[src/ibf_ram.sv]
// Generic simple dual-port RAM with one write port and a registered read port.
// Depends on nothing.
module ibf_ram #(
   parameter int WIDTH = 8,
   parameter int DEPTH = 256
) (
   input  logic                     clock,
   input  logic                     wr_en,
   input  logic [$clog2(DEPTH)-1:0] wr_addr,
   input  logic [WIDTH-1:0]         wr_data,
   input  logic [$clog2(DEPTH)-1:0] rd_addr,
   output logic [WIDTH-1:0]         rd_data
);

   logic [WIDTH-1:0] mem_ff [DEPTH];
   logic [WIDTH-1:0] rd_data_ff;

   always_ff @(posedge clock) begin
      if (wr_en) begin
         mem_ff[wr_addr] <= wr_data;
      end
      rd_data_ff <= mem_ff[rd_addr];
   end

   assign rd_data = rd_data_ff;

endmodule

[config.mk]
export PLATFORM = sky130hd
export DESIGN_NAME = ibf_ram
export DESIGN_NICKNAME = d
export VERILOG_FILES = /design/src/ibf_ram.sv
export SDC_FILE = /design/constraint.sdc
export NUM_CORES = 2
export LEC_CHECK = 0
export BUFFER_PORTS_ARGS = -buffer_cell sky130_fd_sc_hd__buf_2
export CORE_MARGIN = 2
export CORE_UTILIZATION = 29
export DETAILED_ROUTE_END_ITERATION = 6
export PLACE_DENSITY = 0.44
export SYNTH_ARGS = -nofsm -noshare
export SYNTH_HDL_FRONTEND = slang
export SYNTH_SLANG_ARGS = --single-unit
[constraint.sdc]
create_clock -name clock -period 2.4 [get_ports clock]
set_clock_uncertainty 0.1 [all_clocks]
set_input_delay 0.12 -clock clock [delete_from_list [all_inputs] [get_ports clock]]
set_output_delay 0.12 -clock clock [all_outputs]
set_load 0.05 [all_outputs]
Word-level counts from Yosys, hierarchy flattened. Memories as Yosys holds them, arrays and structs flattened. A register that Yosys moved wholly into a read port is not among the register bits. Index checks and enable logic that the tools add are counted.

Flip-flop bits (word level): 0. RAM bits: 2048. Output and inout bits: 8. Memories kept: 1.

Muxes and demuxes: 2.

Memory list: mem_ff (words 256, width 8, rd ports 1, clocked after Yosys merged registers in 1, write ports 1, RTL line 15) `logic [WIDTH-1:0] mem_ff [DEPTH];`.

Operators by type and width (count): $mux 1 (2).

Depth between registers and ports, before layout.
Depth after elaboration: 2. Mapped depth: 11. Depth with buffers taken out: 6.

Least setup slack after synthesis. No wires, ideal clock.

Path kind: input to register. Start point: input port rd_addr[0]. End point: register rd_data_ff[2], in the netlist rd_data[2], read port of mem_ff. Setup time: 0.131 ns. Arrival time: 1.927 ns. Required time: 2.169 ns. Slack: 0.242 ns. Stages: 9. Buffers on the path: 4. Path through: buf_6 buf_12 buf_8 buf_2 mux4_2 a22oi_1 a21oi_1 nor4_1 nor4_2.

RTL lines: from (decl) (RTL line 11) `input logic [$clog2(DEPTH)-1:0] rd_addr,`; to (decl) (RTL line 16) `logic [WIDTH-1:0] rd_data_ff;`.

==> out/qor.yml <==
place:
  port_buffers: 33
  placed_cells: 7867
  dpl.hpwl_mm: 155
  pre_cts_slack_ns: -1.37
  routabilityCongestion: 0.807
critical_path:
  worst-path-max-fanout: 1
  cpPeakStageDelay_ns: 0.59
  path_cells: "mux4_2, mux4_2, nor2b_4, nor4_4, buf_4, nor4_2"
  end_kind: "register"
  timing.critical_path.from: "mem_ff[87][0]$_DFFE_PP_"
  rr_startpoint: "mem_ff[87][0]$_DFFE_PP_"
  worstSetupPathType: "reg -> reg"
  cp_slowest_cell: "mux4_2"
  arrival_ns: 3.04
  ff2ff_setup_slack_ns: 0.02
  worst-path-buf-inv: 1
  critPathRequiredTime_ns: 3.05
  critPathMostFrequentCell: "mux4_2"
  cp-start-kind: "register"
  path_delay_family: "multiplexers"
logic_synthesis:
  ys_seq_area_share_pct: 77.5
  syn_area_mm2: 0.0796
  syn_inst: 3733
  synthTopCellsByCount: "edfxtp_1, mux4_2, nor2_1"
  synthFlopType: "edfxtp_1"
  ys_seq_elements: 2056
  ys_warn_count: 0
  synth_edf_count: 2048
  synthTopCellsByArea: "edfxtp_1, mux4_2, mux2i_1"
  ys_types: 55
  async_reset_ff_share_pct: 0
  synth_fp_nets: 3759
  post-synth-top-count-cell: "edfxtp_1"
  synth_largest_area_cell: "edfxtp_1"
  synth.avg_cell_area_um2: 21.3
  yosysTopAreaCellShare_pct: 77.3
pwr:
  power_leakage_uw: 0.0312
  irDropWorstVdd_mv: 0.743
  power-per-cell-area_mw_per_mm2: 807
route:
  met1Wirelength_mm: 106
  postRouteAntennaNets: 0
  wl_mm: 233
  wl_met3_mm: 12.3
  num_vias: 40737
  drtIter0Drc: 4067
  wire_per_inst_um: 28.1
  vias_per_cell: 4.91
  drc: 0
  dr.pass1.iters: 7
  dr_wl_met2_mm: 110
  top_layer_used: "met5"
timing:
  rsz0062_at_grt: "yes"
  worst-slew-pin-transition_ns: 0.943
  fin_crit_sh_pct: 99.2
  final_hold_viol_count: 0
  finalMaxSlewViolations: 0
  relSlewSlack_pct: 37.2
  setup_viol: 0
  max_freq_mhz: 420
  min_period_ns: 2.38
  fin_ws_ns: 0.0185
cells_and_area:
  fin_cells: 8302
  drive_gt1_share_pct: 34.3
  fillers: 25185
  nets: 4546
  area_delta_synth_final_pct: 22.2
die:
  die_h_um: 528
  rows: 192
  core_mm2: 0.273
  start_util_pct: 29.1
  dieArea_mm2: 0.279
  die_width_um: 528
  pin_count: 34
grt:
  grt-ovfl-total: 0
  antenna_found_initial: 16
  grt.total_usage_pct: 16.7
  grt_pass1_wl_mm: 330
  grt_pass1_vias: 41931
  grt_max_degree: 86
cts:
  clk_pin_slew_ns: 0.06
  htree_num_levels: 4
  cts.sinks: 2056
  cts-root-buf: "clkbuf_16"
  cts_tree: "done"
  clk_path_buf_depth: 3
  insertion_delay_ns: 0.88
  cts_buffers: 220
run:
  cap_violations: 0
outcome:
  outcome: "completed"
min_path:
  min_from: "rd_addr[4]"
  worst_hold_path_type: "in -> reg"
-- cell usage in the layout (no fill, tap or decap), drive strengths merged, types with 10 or more instances in the layout --
master and count:
o211ai 10, mux4 456, bufinv 25, nor4 27, o22ai 28, a221oi 14
nor2 282, o21ai 12, nand3 34, dlygate4sd3 20, mux2i 134, a22oi 133
nand2 33, clkbuf 277, nor3 22, nand4 10, a211oi 16, o221ai 47
clkinv 99, nor2b 31, buf 778, a21oi 96, edfxtp 2048
-- registers in the layout, indices dropped and copies added, names as in the netlist --
| signal | cells |
|---|---|
| rd_data | 8 |
| mem_ff | 2048 |
-- final timing paths --
path	end	cells past startpoint
max	rd_data[0]$_DFF_P_	6
min	rd_data[6]$_DFF_P_	5
max reg2reg	rd_data[0]$_DFF_P_	6
min reg2reg	rd_data[6]$_DFF_P_	6
-- layer usage --
layer / up-vias / GRT usage (%)
li1: 17328 / -
met1: 21965 / 23.9
met2: 1161 / 26.7
met3: 279 / 2.59
met4: 4 / 3.61
met5: - / 0
-- logic make-up (layout without fill, tap and decap cells) --
logic type	count (synthesis)	after routing	synth area share, %
AOI/OAI and AO/OA	385	385	3.42
DFF	2056	2056	77.5
buffers and inverters	235	1208	1.83
muxes	591	591	14.6
and+or+nand+nor	466	466	2.63
other	0	7	0
-- what timing repair did --
item	4_1_cts	5_1_grt
setup endpoints to repair	8	14
setup buffers	0	0
hold buffers	20	0
gates resized for setup	32	28
pin swaps	11	8
hold endpoints to repair	2202	0
-- worst register-to-register path, stage by stage (launching register included) --
cell and delay, ns:
edfxtp_1 0.35, mux4_2 0.52, mux4_2 0.59, nor2b_4 0.18, nor4_4 0.33, buf_4 0.20, nor4_2 0.03
-- where the power goes --
group	switching [uW]	internal, uW
registers	84.6	39600
clock network	14400	19800
logic	2800	1760
-- stage by stage --
stage	setup TNS, ns	hold WS [ns]	util, %	power [uW]	area, um^2
finish	0	0.111	35.6	78500	97200
floorplan	0	0.119	-	42400	79600
global route	-0.0140	0.0781	35.6	81000	97200
CTS	-0.331	0.0470	35.6	79400	97100
detailed placement	-8.33	0.475	32.7	45000	89400
global placement	-8.65	0.467	32.7	45000	89400
-- cell type report --
class	count	area, um^2	area share, %
inverter	2	7.51	0.00772
tap	3589	4490	4.62
sequential	2056	61700	63.4
antenna	7	17.5	0.0180
timing repair buffer	798	6890	7.08
multi-input combinational	1442	16800	17.3
clock inverter	131	1540	1.59
clock buffer	277	5790	5.95
Note: power is estimated with default switching activity, not from simulation.
