`src/ibf_pkg.sv`:
```
// Shared types and constants of the image bloom filter unit.
// Depends on nothing; the divider, the top level and the testbench import it.
package ibf_pkg;

   localparam int MAX_WIDTH      = 256;
   localparam int MAX_HEIGHT     = 256;
   localparam int MAX_HALF_WIDTH = 16;
   localparam int CHANNEL_BITS   = 16;

   localparam int COORD_BITS  = 8;
   localparam int FRAME_AW    = 2 * COORD_BITS;
   localparam int PIXEL_BITS  = 3 * CHANNEL_BITS;
   localparam int WEIGHT_BITS = 17;
   localparam int WEIGHT_AW   = 8;
   localparam int WSUM_BITS   = 27;
   localparam int ACC_BITS    = WSUM_BITS + CHANNEL_BITS;

   typedef enum logic [1:0] {
      REQ_LOAD   = 2'd0,
      REQ_WRITE  = 2'd1,
      REQ_FILTER = 2'd2,
      REQ_NONE   = 2'd3
   } req_kind_type;

   typedef enum logic [1:0] {
      CSR_WIDTH  = 2'd0,
      CSR_HEIGHT = 2'd1,
      CSR_HALF   = 2'd2,
      CSR_MIX    = 2'd3
   } csr_index_type;

   typedef enum logic [3:0] {
      ST_IDLE,
      ST_CENTER,
      ST_WALK,
      ST_DRAIN,
      ST_DECIDE,
      ST_DIV_START,
      ST_DIV_WAIT,
      ST_MIX_MUL,
      ST_MIX_ADD,
      ST_DONE
   } state_type;

   typedef struct packed {
      logic                    done;
      logic [CHANNEL_BITS-1:0] quotient;
   } div_status_type;

endpackage

```
`src/ibf_divider.sv`:
```
// Restoring divider, one quotient bit per cycle, for the weighted average.
// Depends on ibf_pkg; the quotient is known to fit in one channel.
module ibf_divider (
   input  logic                         clock,
   input  logic                         reset,
   input  logic                         start,
   input  logic [ibf_pkg::ACC_BITS-1:0]  dividend,
   input  logic [ibf_pkg::WSUM_BITS-1:0] divisor,
   output ibf_pkg::div_status_type       status
);
   import ibf_pkg::*;

   localparam int CNT_BITS = $clog2(CHANNEL_BITS + 1);

   logic [WSUM_BITS-1:0]    rem_ff, rem_in;
   logic [CHANNEL_BITS-1:0] shift_ff, shift_in;
   logic [CNT_BITS-1:0]     cnt_ff, cnt_in;
   logic                    done_ff, done_in;
   logic [WSUM_BITS:0]      trial;
   logic                    fits;

   always_comb begin
      trial    = {rem_ff, shift_ff[CHANNEL_BITS-1]};
      fits     = trial >= {1'b0, divisor};
      rem_in   = rem_ff;
      shift_in = shift_ff;
      cnt_in   = cnt_ff;
      done_in  = 1'b0;
      if (start) begin
         rem_in   = dividend[ACC_BITS-1:CHANNEL_BITS];
         shift_in = dividend[CHANNEL_BITS-1:0];
         cnt_in   = CNT_BITS'(CHANNEL_BITS);
      end else if (cnt_ff != '0) begin
         rem_in   = fits ? WSUM_BITS'(trial - {1'b0, divisor}) : trial[WSUM_BITS-1:0];
         shift_in = {shift_ff[CHANNEL_BITS-2:0], fits};
         cnt_in   = cnt_ff - 1'b1;
         done_in  = cnt_ff == CNT_BITS'(1);
      end
   end

   always_ff @(posedge clock) begin
      if (reset) begin
         cnt_ff  <= '0;
         done_ff <= 1'b0;
      end else begin
         cnt_ff  <= cnt_in;
         done_ff <= done_in;
      end
      rem_ff   <= rem_in;
      shift_ff <= shift_in;
   end

   assign status.done     = done_ff;
   assign status.quotient = shift_ff;

endmodule

```
`config.mk`:
```
export PLATFORM = sky130hd
export DESIGN_NAME = ibf_divider
export DESIGN_NICKNAME = d
export VERILOG_FILES = /design/src/ibf_pkg.sv /design/src/ibf_divider.sv
export SDC_FILE = /design/constraint.sdc
export NUM_CORES = 1
export LEC_CHECK = 0
export BUFFER_PORTS_ARGS = -buffer_cell sky130_fd_sc_hd__buf_4
export CAP_MARGIN = 20
export CORE_MARGIN = 10
export CORE_UTILIZATION = 59
export DETAILED_ROUTE_END_ITERATION = 10
export GPL_ROUTABILITY_DRIVEN = 0
export HOLD_SLACK_MARGIN = 0.03
export PLACE_DENSITY_LB_ADDON = 0.12
export SLEW_MARGIN = 20
export SYNTH_ARGS = -nofsm -noshare
export SYNTH_HDL_FRONTEND = slang
export SYNTH_SLANG_ARGS = --single-unit
```
`constraint.sdc`:
```
create_clock -name clock -period 7.72 [get_ports clock]
set_input_delay 1.544 -clock clock [delete_from_list [all_inputs] [get_ports clock]]
set_output_delay 1.544 -clock clock [all_outputs]
set_load 0.02 [all_outputs]
```
# After elaboration in Yosys (flattened, before gate mapping)
# Cells that the tools add are included.
[word_totals] mem_bits_ro=0 latch_bits=0 input_bits=73 out_inout_bits=17 reg_bits=49 ram_bits=0 wordCells=21 n_memories=0
[op_classes] n_shift=0 mux=7 n_eq_ne=1 magnitude_cmp=1 bitwise=1 reduce_logical=4 n_div=0 n_mul=0 addsub=2
[op_table] operator="$mux W27" n=3
[op_table] operator="$mux W16" n=2
[op_table] operator="$ge A28 B27 Y1" n=1
[op_table] operator="$sub A27 B27 Y27" n=1
[op_table] operator="$mux W5" n=2
[op_table] operator="$eq A5 B1 Y1 const B" n=1
[op_table] operator="$reduce_bool A5 Y1" n=1
[op_table] operator="$sub A5 B1 Y5 const B" n=1
[op_table] operator="$reduce_or A3 Y1" n=1
[op_table] operator="$reduce_bool A2 Y1" n=1
[op_table] operator="$reduce_or A2 Y1" n=1
[op_table] operator="$not A1 Y1" n=1

# Depth between registers and ports, before layout
# Gate-level depths: netlist of run 1.
[logic_depth] depth_word=4 mapped_depth=12 depth_no_buf=11

# Least setup slack after synthesis of run 1
# Ideal clock, no wire load.
[synth_timing] path_type="input to register" start="input port divisor[0] in the netlist's numbering" end="register rem_ff[10] (data pin)" arrival_time_ns=3.997 stages=11 setup_time_ns=0.260 required_time_ns=7.460 slack_ns=3.463 path_buffers=1 cell_sequence="ha_1 -> fa_1 -> nor2b_1 -> o31a_1 -> o21ai_2 -> o21ba_2 -> o2111a_4 -> nor2_8 -> buf_8 -> mux2_2 -> mux2_2"
[synth_via] elab_chain_len=4 word_cells_on_any_way=5 classes_between="add/sub: 1; order compare: 1; mux: 3"
[synth_lines] element="start: declaration" line="ibf_divider.sv:8" source="input logic [ibf_pkg::WSUM_BITS-1:0] divisor,"
[synth_lines] element="$sub A27 B27 Y27 or $ge A28 B27 Y1 (tied branches)" line="ibf_divider.sv:34, ibf_divider.sv:24"
[synth_lines] element="$mux W27 *" line="ibf_divider.sv:34" source="rem_in = fits ? WSUM_BITS'(trial - {1'b0, divisor}) : trial[WSUM_BITS-1:0];"
[synth_lines] element="$mux W27 *" line="ibf_divider.sv:33" source="end else if (cnt_ff != '0) begin"
[synth_lines] element="$mux W27 *" line="ibf_divider.sv:29" source="if (start) begin"
[synth_lines] element="via rem_in[10]" line="ibf_divider.sv:15" source="logic [WSUM_BITS-1:0] rem_ff, rem_in;"
[synth_lines] element="end signal: assignment" line="ibf_divider.sv:49" source="rem_ff <= rem_in;"
[synth_lines] element="end: declaration" line="ibf_divider.sv:15"
# The timed path passes the listed nets; every way through them passes the cells marked *. The select of a mux whose other input is x is not followed.
# A chain may end at the register's enable or synchronous reset.

# Worst setup path after layout of run 1
[layout_timing] start="input port divisor[0] in the netlist's numbering" end="register rem_ff[12] (data pin)"
# Same word-level chain as after synthesis.

==> flow_metrics.env, run 1 <==
export IMPL_clock_sinks=49
export IMPL_cts_tree="yes"
export IMPL_required_ps=7780
export IMPL_final_max_slew_viol_count=0
export IMPL_drtIter0Drc=166
export IMPL_vias_per_cell=5.84
export IMPL_first_global_vias=3319
export IMPL_whs_path_depth=2
export IMPL_r2r_setup_slack_ps=4290
export IMPL_post_drt_wl_per_cell_um=16.6
export IMPL_drc_errors=0
export IMPL_syn_to_final_growth_pct=19.4
export IMPL_grt_use_met3_pct=6.01
export IMPL_outcome="completed"
export IMPL_firstDrtPassIters=4
export IMPL_fin_cells=562
export IMPL_clkLatencyLatePin_ps=300
export IMPL_r2r_end="rem_ff[12]"
export IMPL_wl_um=9310
export IMPL_clkTransAtPathRegs_ps=90
export IMPL_cts_hold_buf=0
export IMPL_placedInstanceArea_sq_mm=0.00464
export IMPL_use_met1_pct=20.6
export IMPL_relSlewSlack_pct=46.0
export IMPL_top_usage_layer="met2"
export IMPL_n_antenna_cell=0
export IMPL_netlist_instances=404
export IMPL_tightest_slew_ps=804
export IMPL_grt_pass1_wl_um=15200
export IMPL_start_kind="input port"
export IMPL_die_area_sq_mm=0.0104
export IMPL_cp_data_arrival_time_ps=4440
export IMPL_cts_resized=0
export IMPL_crit_slowest_cell="nor2_8"
export IMPL_cts_buffers_inserted=5
export IMPL_syn_nets=508
export IMPL_min_from="cnt_ff[1]"
export IMPL_ctsRootBufferMaster="clkbuf_8"
export IMPL_globalRouteMet2Util_pct=31.0
export IMPL_ant_nets=0
export IMPL_grtUsageTotal_pct=17.7
export IMPL_cts_setup_buffers=0
export IMPL_cpMostUsedCell="mux2_2"
export IMPL_antenna_found_initial=0
export IMPL_ys_async_sr_fraction_pct=0
export IMPL_setup_viol=0
export IMPL_drive_gt1_share_pct=30.7
export IMPL_fin_setup_tns_ps=0
export IMPL_report_final_hold_viol_count=0
export IMPL_p_total_mw=1.79
export IMPL_power_density_mw_per_mm2=379
export IMPL_fin_area_sq_mm=0.00473
export IMPL_rsz0062_at_grt="false"
export IMPL_cp_num_buf_inv=1
export IMPL_ys_warn_count=0
export IMPL_worstSetupPathType="in2reg"
export IMPL_htree_levels=2
export IMPL_syn_avg_cell_area_sq_um=9.80
export IMPL_dieWidth_um=102
export IMPL_syn_cell_area_sq_mm=0.00396
export IMPL_cp_top_family="compound AO/OA/AOI/OAI gates"
export IMPL_hold_path_class="reg2reg"
export IMPL_ctsLongestPathBuffers=2
export IMPL_initial_core_util_pct=61.7
export IMPL_maxCapViolCount=0
export IMPL_rows=29
export IMPL_io_pins=90
export IMPL_layout_commonest_cell="buf_4"
export IMPL_reg2reg_depth=11
export IMPL_synth_seq_cells=49
export IMPL_final_cell_mix="buf_4, edfxtp_1, mux2_2"
export IMPL_core_area_sq_mm=0.00642
export IMPL_overflow=0
export IMPL_leakage_nw=2.11
export IMPL_die_y_um=102
export IMPL_yosysSeqAreaShare_pct=35.6
export IMPL_hpwl_um=7110
export IMPL_crit_path_max_fanout=27
export IMPL_synth_edf_count=43
export IMPL_nNetsFinal=588
export IMPL_skew_ps=4.91
export IMPL_grt_max_degree=62
export IMPL_dp_cells=554
export IMPL_max_freq_ghz=0.228
export IMPL_fin_crit_ps=4380
export IMPL_ys_types=57
export IMPL_fin_crit_sh_pct=56.7
export IMPL_portBuffers=89
export IMPL_ys_flop_type="edfxtp_1"
export IMPL_cp_cell_sequence="buf_4, ha_1, fa_1, nor2b_1, o31a_1, o21ai_2, o21ba_2, o2111a_4, nor2_8, mux2_2, mux2_2"
export IMPL_cp_slowest_stage_delay_ps=420
export IMPL_holdPathEnd="cnt_ff[1]"
export IMPL_num_vias=3284
export IMPL_reg2reg_from="shift_ff[15]"
export IMPL_ir_drop_mv=0.208
export IMPL_end_kind="register"
## where the power goes
part | switching [mW] | total (mW) | internal (mW)
Clock | 0.0918 | 0.157 | 0.0649
Combinational | 0.605 | 1.14 | 0.537
Sequential | 0.0584 | 0.493 | 0.435
Total | 0.755 | 1.79 | 1.04
## synthesized netlist by cell type (3+ instances only)
| library cell | count | area, sq um |
|---|---|---|
| edfxtp_1 | 43 | 1290 |
| mux2_2 | 41 | 462 |
| inv_1 | 40 | 150 |
| a21oi_1 | 31 | 155 |
| ha_1 | 30 | 375 |
| nand2_1 | 25 | 93.8 |
| o21ai_0 | 22 | 110 |
| nor2_1 | 21 | 78.8 |
| xnor2_1 | 18 | 158 |
| a21o_1 | 10 | 75.1 |
| nand3_1 | 10 | 50.1 |
| nor3_1 | 9 | 45.0 |
| clkbuf_1 | 7 | 26.3 |
| mux2i_1 | 7 | 70.1 |
| dfxtp_1 | 6 | 120 |
| o21a_1 | 6 | 45.0 |
| xor2_1 | 5 | 43.8 |
| a221o_1 | 4 | 40.0 |
| nor3b_1 | 4 | 30.0 |
| a211oi_1 | 3 | 22.5 |
| a31oi_1 | 3 | 18.8 |
| and3_1 | 3 | 18.8 |
| clkbuf_2 | 3 | 15.0 |
| nand2b_1 | 3 | 18.8 |
| nand4_1 | 3 | 18.8 |
| nor2b_1 | 3 | 18.8 |
| o31a_1 | 3 | 26.3 |
| or2_2 | 3 | 18.8 |
## per-layer routing
layer,vias to the layer above,part of all wire (%)
met2,93,49
met3,10,7.4
met5,-,0
met1,1547,42
met4,0,1.0
li1,1634,-
## area by class of cell
class	count	area [sq um]
clock inverters	2	13.8
well taps	77	96.3
flip-flops and latches	49	1410
repair buffers	89	668
clock buffers	6	72.6
fillers	507	1690
inverters	40	150
multi-input cells	299	2320
## state kept, by name, indices dropped and copies added, names as in the netlist
register  flops
cnt_ff        5
done_ff       1
rem_ff       27
shift_ff     16
## stage by stage
step	hold slack, ps	setup slack [ps]	util (%)
global route	589	3220	73.6
floorplan	487	3460	-
global placement	504	3090	72.2
finish	536	3340	73.6
detailed placement	530	3010	72.2
CTS	543	3340	73.6
## worst register-to-register path: cells and delay by family, from the launching register on
kind | cells | cell delay, ps
compound gates | 4 | 920
flops | 1 | 360
mux | 2 | 650
buf+inv | 1 | 60
fa+ha+maj | 2 | 600
simple gates | 2 | 590
## how the worst max path moves through the flow
stage                          start         end  slack, ps  depth (start not counted)
final                     divisor[0]  rem_ff[12]       3340                         11
after global routing      divisor[0]  rem_ff[16]       3220                         11
after CTS                 divisor[0]  rem_ff[12]       3340                         11
after detailed placement  divisor[0]   rem_ff[3]       3010                         11
after global placement    divisor[0]   rem_ff[4]       3090                         11
after floorplan           divisor[0]  rem_ff[10]       3460                         11
## cells by family after synthesis
| kind of cell | Yosys count | share of synthesized area [%] |
|---|---|---|
| buffers and inverters | 56 | 5.94 |
| AND/OR/NAND/NOR | 92 | 12.2 |
| XOR/XNOR | 23 | 5.09 |
| AO/OA/AOI/OAI | 105 | 17.7 |
| multiplexers | 48 | 13.4 |
| flip-flops | 49 | 35.6 |
| adder cells (fa/ha/maj) | 31 | 9.98 |
(Power assumes the default switching activity.)
==> inputs of run 2 (changes only) <==
--- a/config.mk
+++ b/config.mk
@@ -8,7 +8,7 @@
 export BUFFER_PORTS_ARGS = -buffer_cell sky130_fd_sc_hd__buf_4
 export CAP_MARGIN = 20
 export CORE_MARGIN = 10
-export CORE_UTILIZATION = 59
+export CORE_UTILIZATION = 55
 export DETAILED_ROUTE_END_ITERATION = 10
 export GPL_ROUTABILITY_DRIVEN = 0
 export HOLD_SLACK_MARGIN = 0.03
==> constraint.sdc (replaced) <==
create_clock -name clock -period 4.3 [get_ports clock]
set_input_delay 0.86 -clock clock [delete_from_list [all_inputs] [get_ports clock]]
set_output_delay 0.86 -clock clock [all_outputs]
set_load 0.02 [all_outputs]
==> flow_metrics.env, run 2 (synthesis results as in run 1) <==
export IMPL_outcome="completed"
export IMPL_antenna_found_initial=0
export IMPL_cpMostUsedCell="mux2_2"
export IMPL_fin_setup_tns_ps=0
export IMPL_die_y_um=105
export IMPL_leakage_nw=2.12
export IMPL_io_pins=90
export IMPL_die_area_sq_mm=0.0110
export IMPL_clock_sinks=49
export IMPL_drtIter0Drc=128
export IMPL_start_kind="input port"
export IMPL_end_kind="register"
export IMPL_htree_levels=2
export IMPL_relSlewSlack_pct=52.4
export IMPL_cts_resized=0
export IMPL_cp_slowest_stage_delay_ps=420
export IMPL_cts_setup_buffers=0
export IMPL_fin_crit_ps=3640
export IMPL_final_max_slew_viol_count=0
export IMPL_power_density_mw_per_mm2=680
export IMPL_report_final_hold_viol_count=0
export IMPL_clkTransAtPathRegs_ps=100
export IMPL_cts_buffers_inserted=5
export IMPL_cts_hold_buf=0
export IMPL_required_ps=4370
export IMPL_crit_path_max_fanout=21
export IMPL_ant_nets=0
export IMPL_dieWidth_um=105
export IMPL_portBuffers=89
export IMPL_holdWs_ps=525
export IMPL_rsz0062_at_grt="false"
export IMPL_maxCapViolCount=0
export IMPL_cts_tree="yes"
export IMPL_post_drt_wl_per_cell_um=16.2
export IMPL_regMostFlops="rem_ff"
export IMPL_seqCellArea_sq_mm=0.00141
export IMPL_vias_per_cell=5.56
export IMPL_firstDrtPassIters=5
export IMPL_ir_drop_mv=0.353
export IMPL_core_area_sq_mm=0.00691
export IMPL_final_cell_mix="buf_4, edfxtp_1, mux2_2"
export IMPL_overflow=0
export IMPL_drive_gt1_share_pct=31.2
export IMPL_worstSetupPathType="in2reg"
export IMPL_nNetsFinal=590
export IMPL_ctsLongestPathBuffers=2
export IMPL_wl_um=9430
export IMPL_hpwl_um=7270
export IMPL_grt_pass1_wl_um=15700
export IMPL_rows=30
export IMPL_hold_path_class="reg2reg"
export IMPL_cp_top_family="compound AO/OA/AOI/OAI gates"
export IMPL_clkLatencyLatePin_ps=310
export IMPL_tightest_slew_ps=706
export IMPL_ctsRootBufferMaster="clkbuf_8"
export IMPL_grtUsageTotal_pct=16.8
export IMPL_syn_to_final_growth_pct=20.5
export IMPL_cp_data_arrival_time_ps=3710
export IMPL_max_freq_ghz=0.275
export IMPL_first_global_vias=3329
export IMPL_skew_ps=10.0
export IMPL_cp_cell_sequence="buf_4, ha_1, fa_1, nor2b_1, o31a_1, o21ai_2, o21ba_2, o2111a_4, nor2_8, mux2_2, mux2_2"
export IMPL_cp_num_buf_inv=1
export IMPL_layout_commonest_cell="buf_4"
export IMPL_reg_top3="rem_ff x27, shift_ff x16, cnt_ff x5"
export IMPL_multi_input_area_sq_mm=0.00232
export IMPL_setup_viol=0
export IMPL_crit_slowest_cell="fa_1"
export IMPL_fin_crit_sh_pct=84.6
export IMPL_largest_reg_flops=27
export IMPL_num_vias=3242
export IMPL_drc_errors=0
export IMPL_fillers=570
export IMPL_n_antenna_cell=0
export IMPL_initial_core_util_pct=57.3
export IMPL_grt_max_degree=62
## run 2: path summary, 6_finish.rpt
path / end / slack (ps) / startpoint / cells after the start
max reg2reg: rem_ff[7] / 890 / shift_ff[15] / 11
max: rem_ff[7] / 660 / divisor[0] / 11
min reg2reg: cnt_ff[1] / 530 / cnt_ff[1] / 2
min: cnt_ff[1] / 530 / cnt_ff[1] / 2
## run 2: report_power, final
part	internal [mW]	switching, mW	leakage [nW]
clock network	0.116	0.179	0.0445
logic	0.978	1.08	1.58
registers	0.780	0.109	0.491
total	1.87	1.37	2.12
## run 2: final cells by class
class | count | share of cell area, %
Timing Repair Buffer | 91 | 14.3
Clock buffer | 5 | 1.44
Clock inverter | 3 | 0.446
Inverter | 40 | 3.15
Multi-Input combinational cell | 299 | 48.5
Sequential cell | 49 | 29.6
Tap cell | 96 | 2.52
## run 2: metal layers
metal,vias up,routed length (um),GRT usage [%]
li1,1642,-,-
met1,1500,4020,20.1
met2,87,4610,28.4
met3,13,689,5.34
met4,0,106,4.71
met5,-,0,0
## run 2: per-stage QoR
step | setup slack [ps] | utilization (%) | instances | instance area [sq um] | power, mW
4_1_cts | 670 | 69.0 | 583 | 4770 | 3.25
6_report | 663 | 69.1 | 583 | 4770 | 3.24
2_1_floorplan | 727 | - | 404 | 3960 | 2.51
5_1_grt | 532 | 69.1 | 583 | 4770 | 3.52
3_5_place_dp | 328 | 67.7 | 575 | 4680 | 2.94
3_3_place_gp | 440 | 67.7 | 575 | 4680 | 2.89
## run 2: worst reg2reg max path, cell delays in order, from the launching register on
cell and delay [ps]:
edfxtp_1 370, inv_1 80, ha_1 220, fa_1 420
nor2b_1 160, o31a_1 250, o21ai_2 130, o21ba_2 260
o2111a_4 310, nor2_8 330, mux2_2 390, mux2_2 270
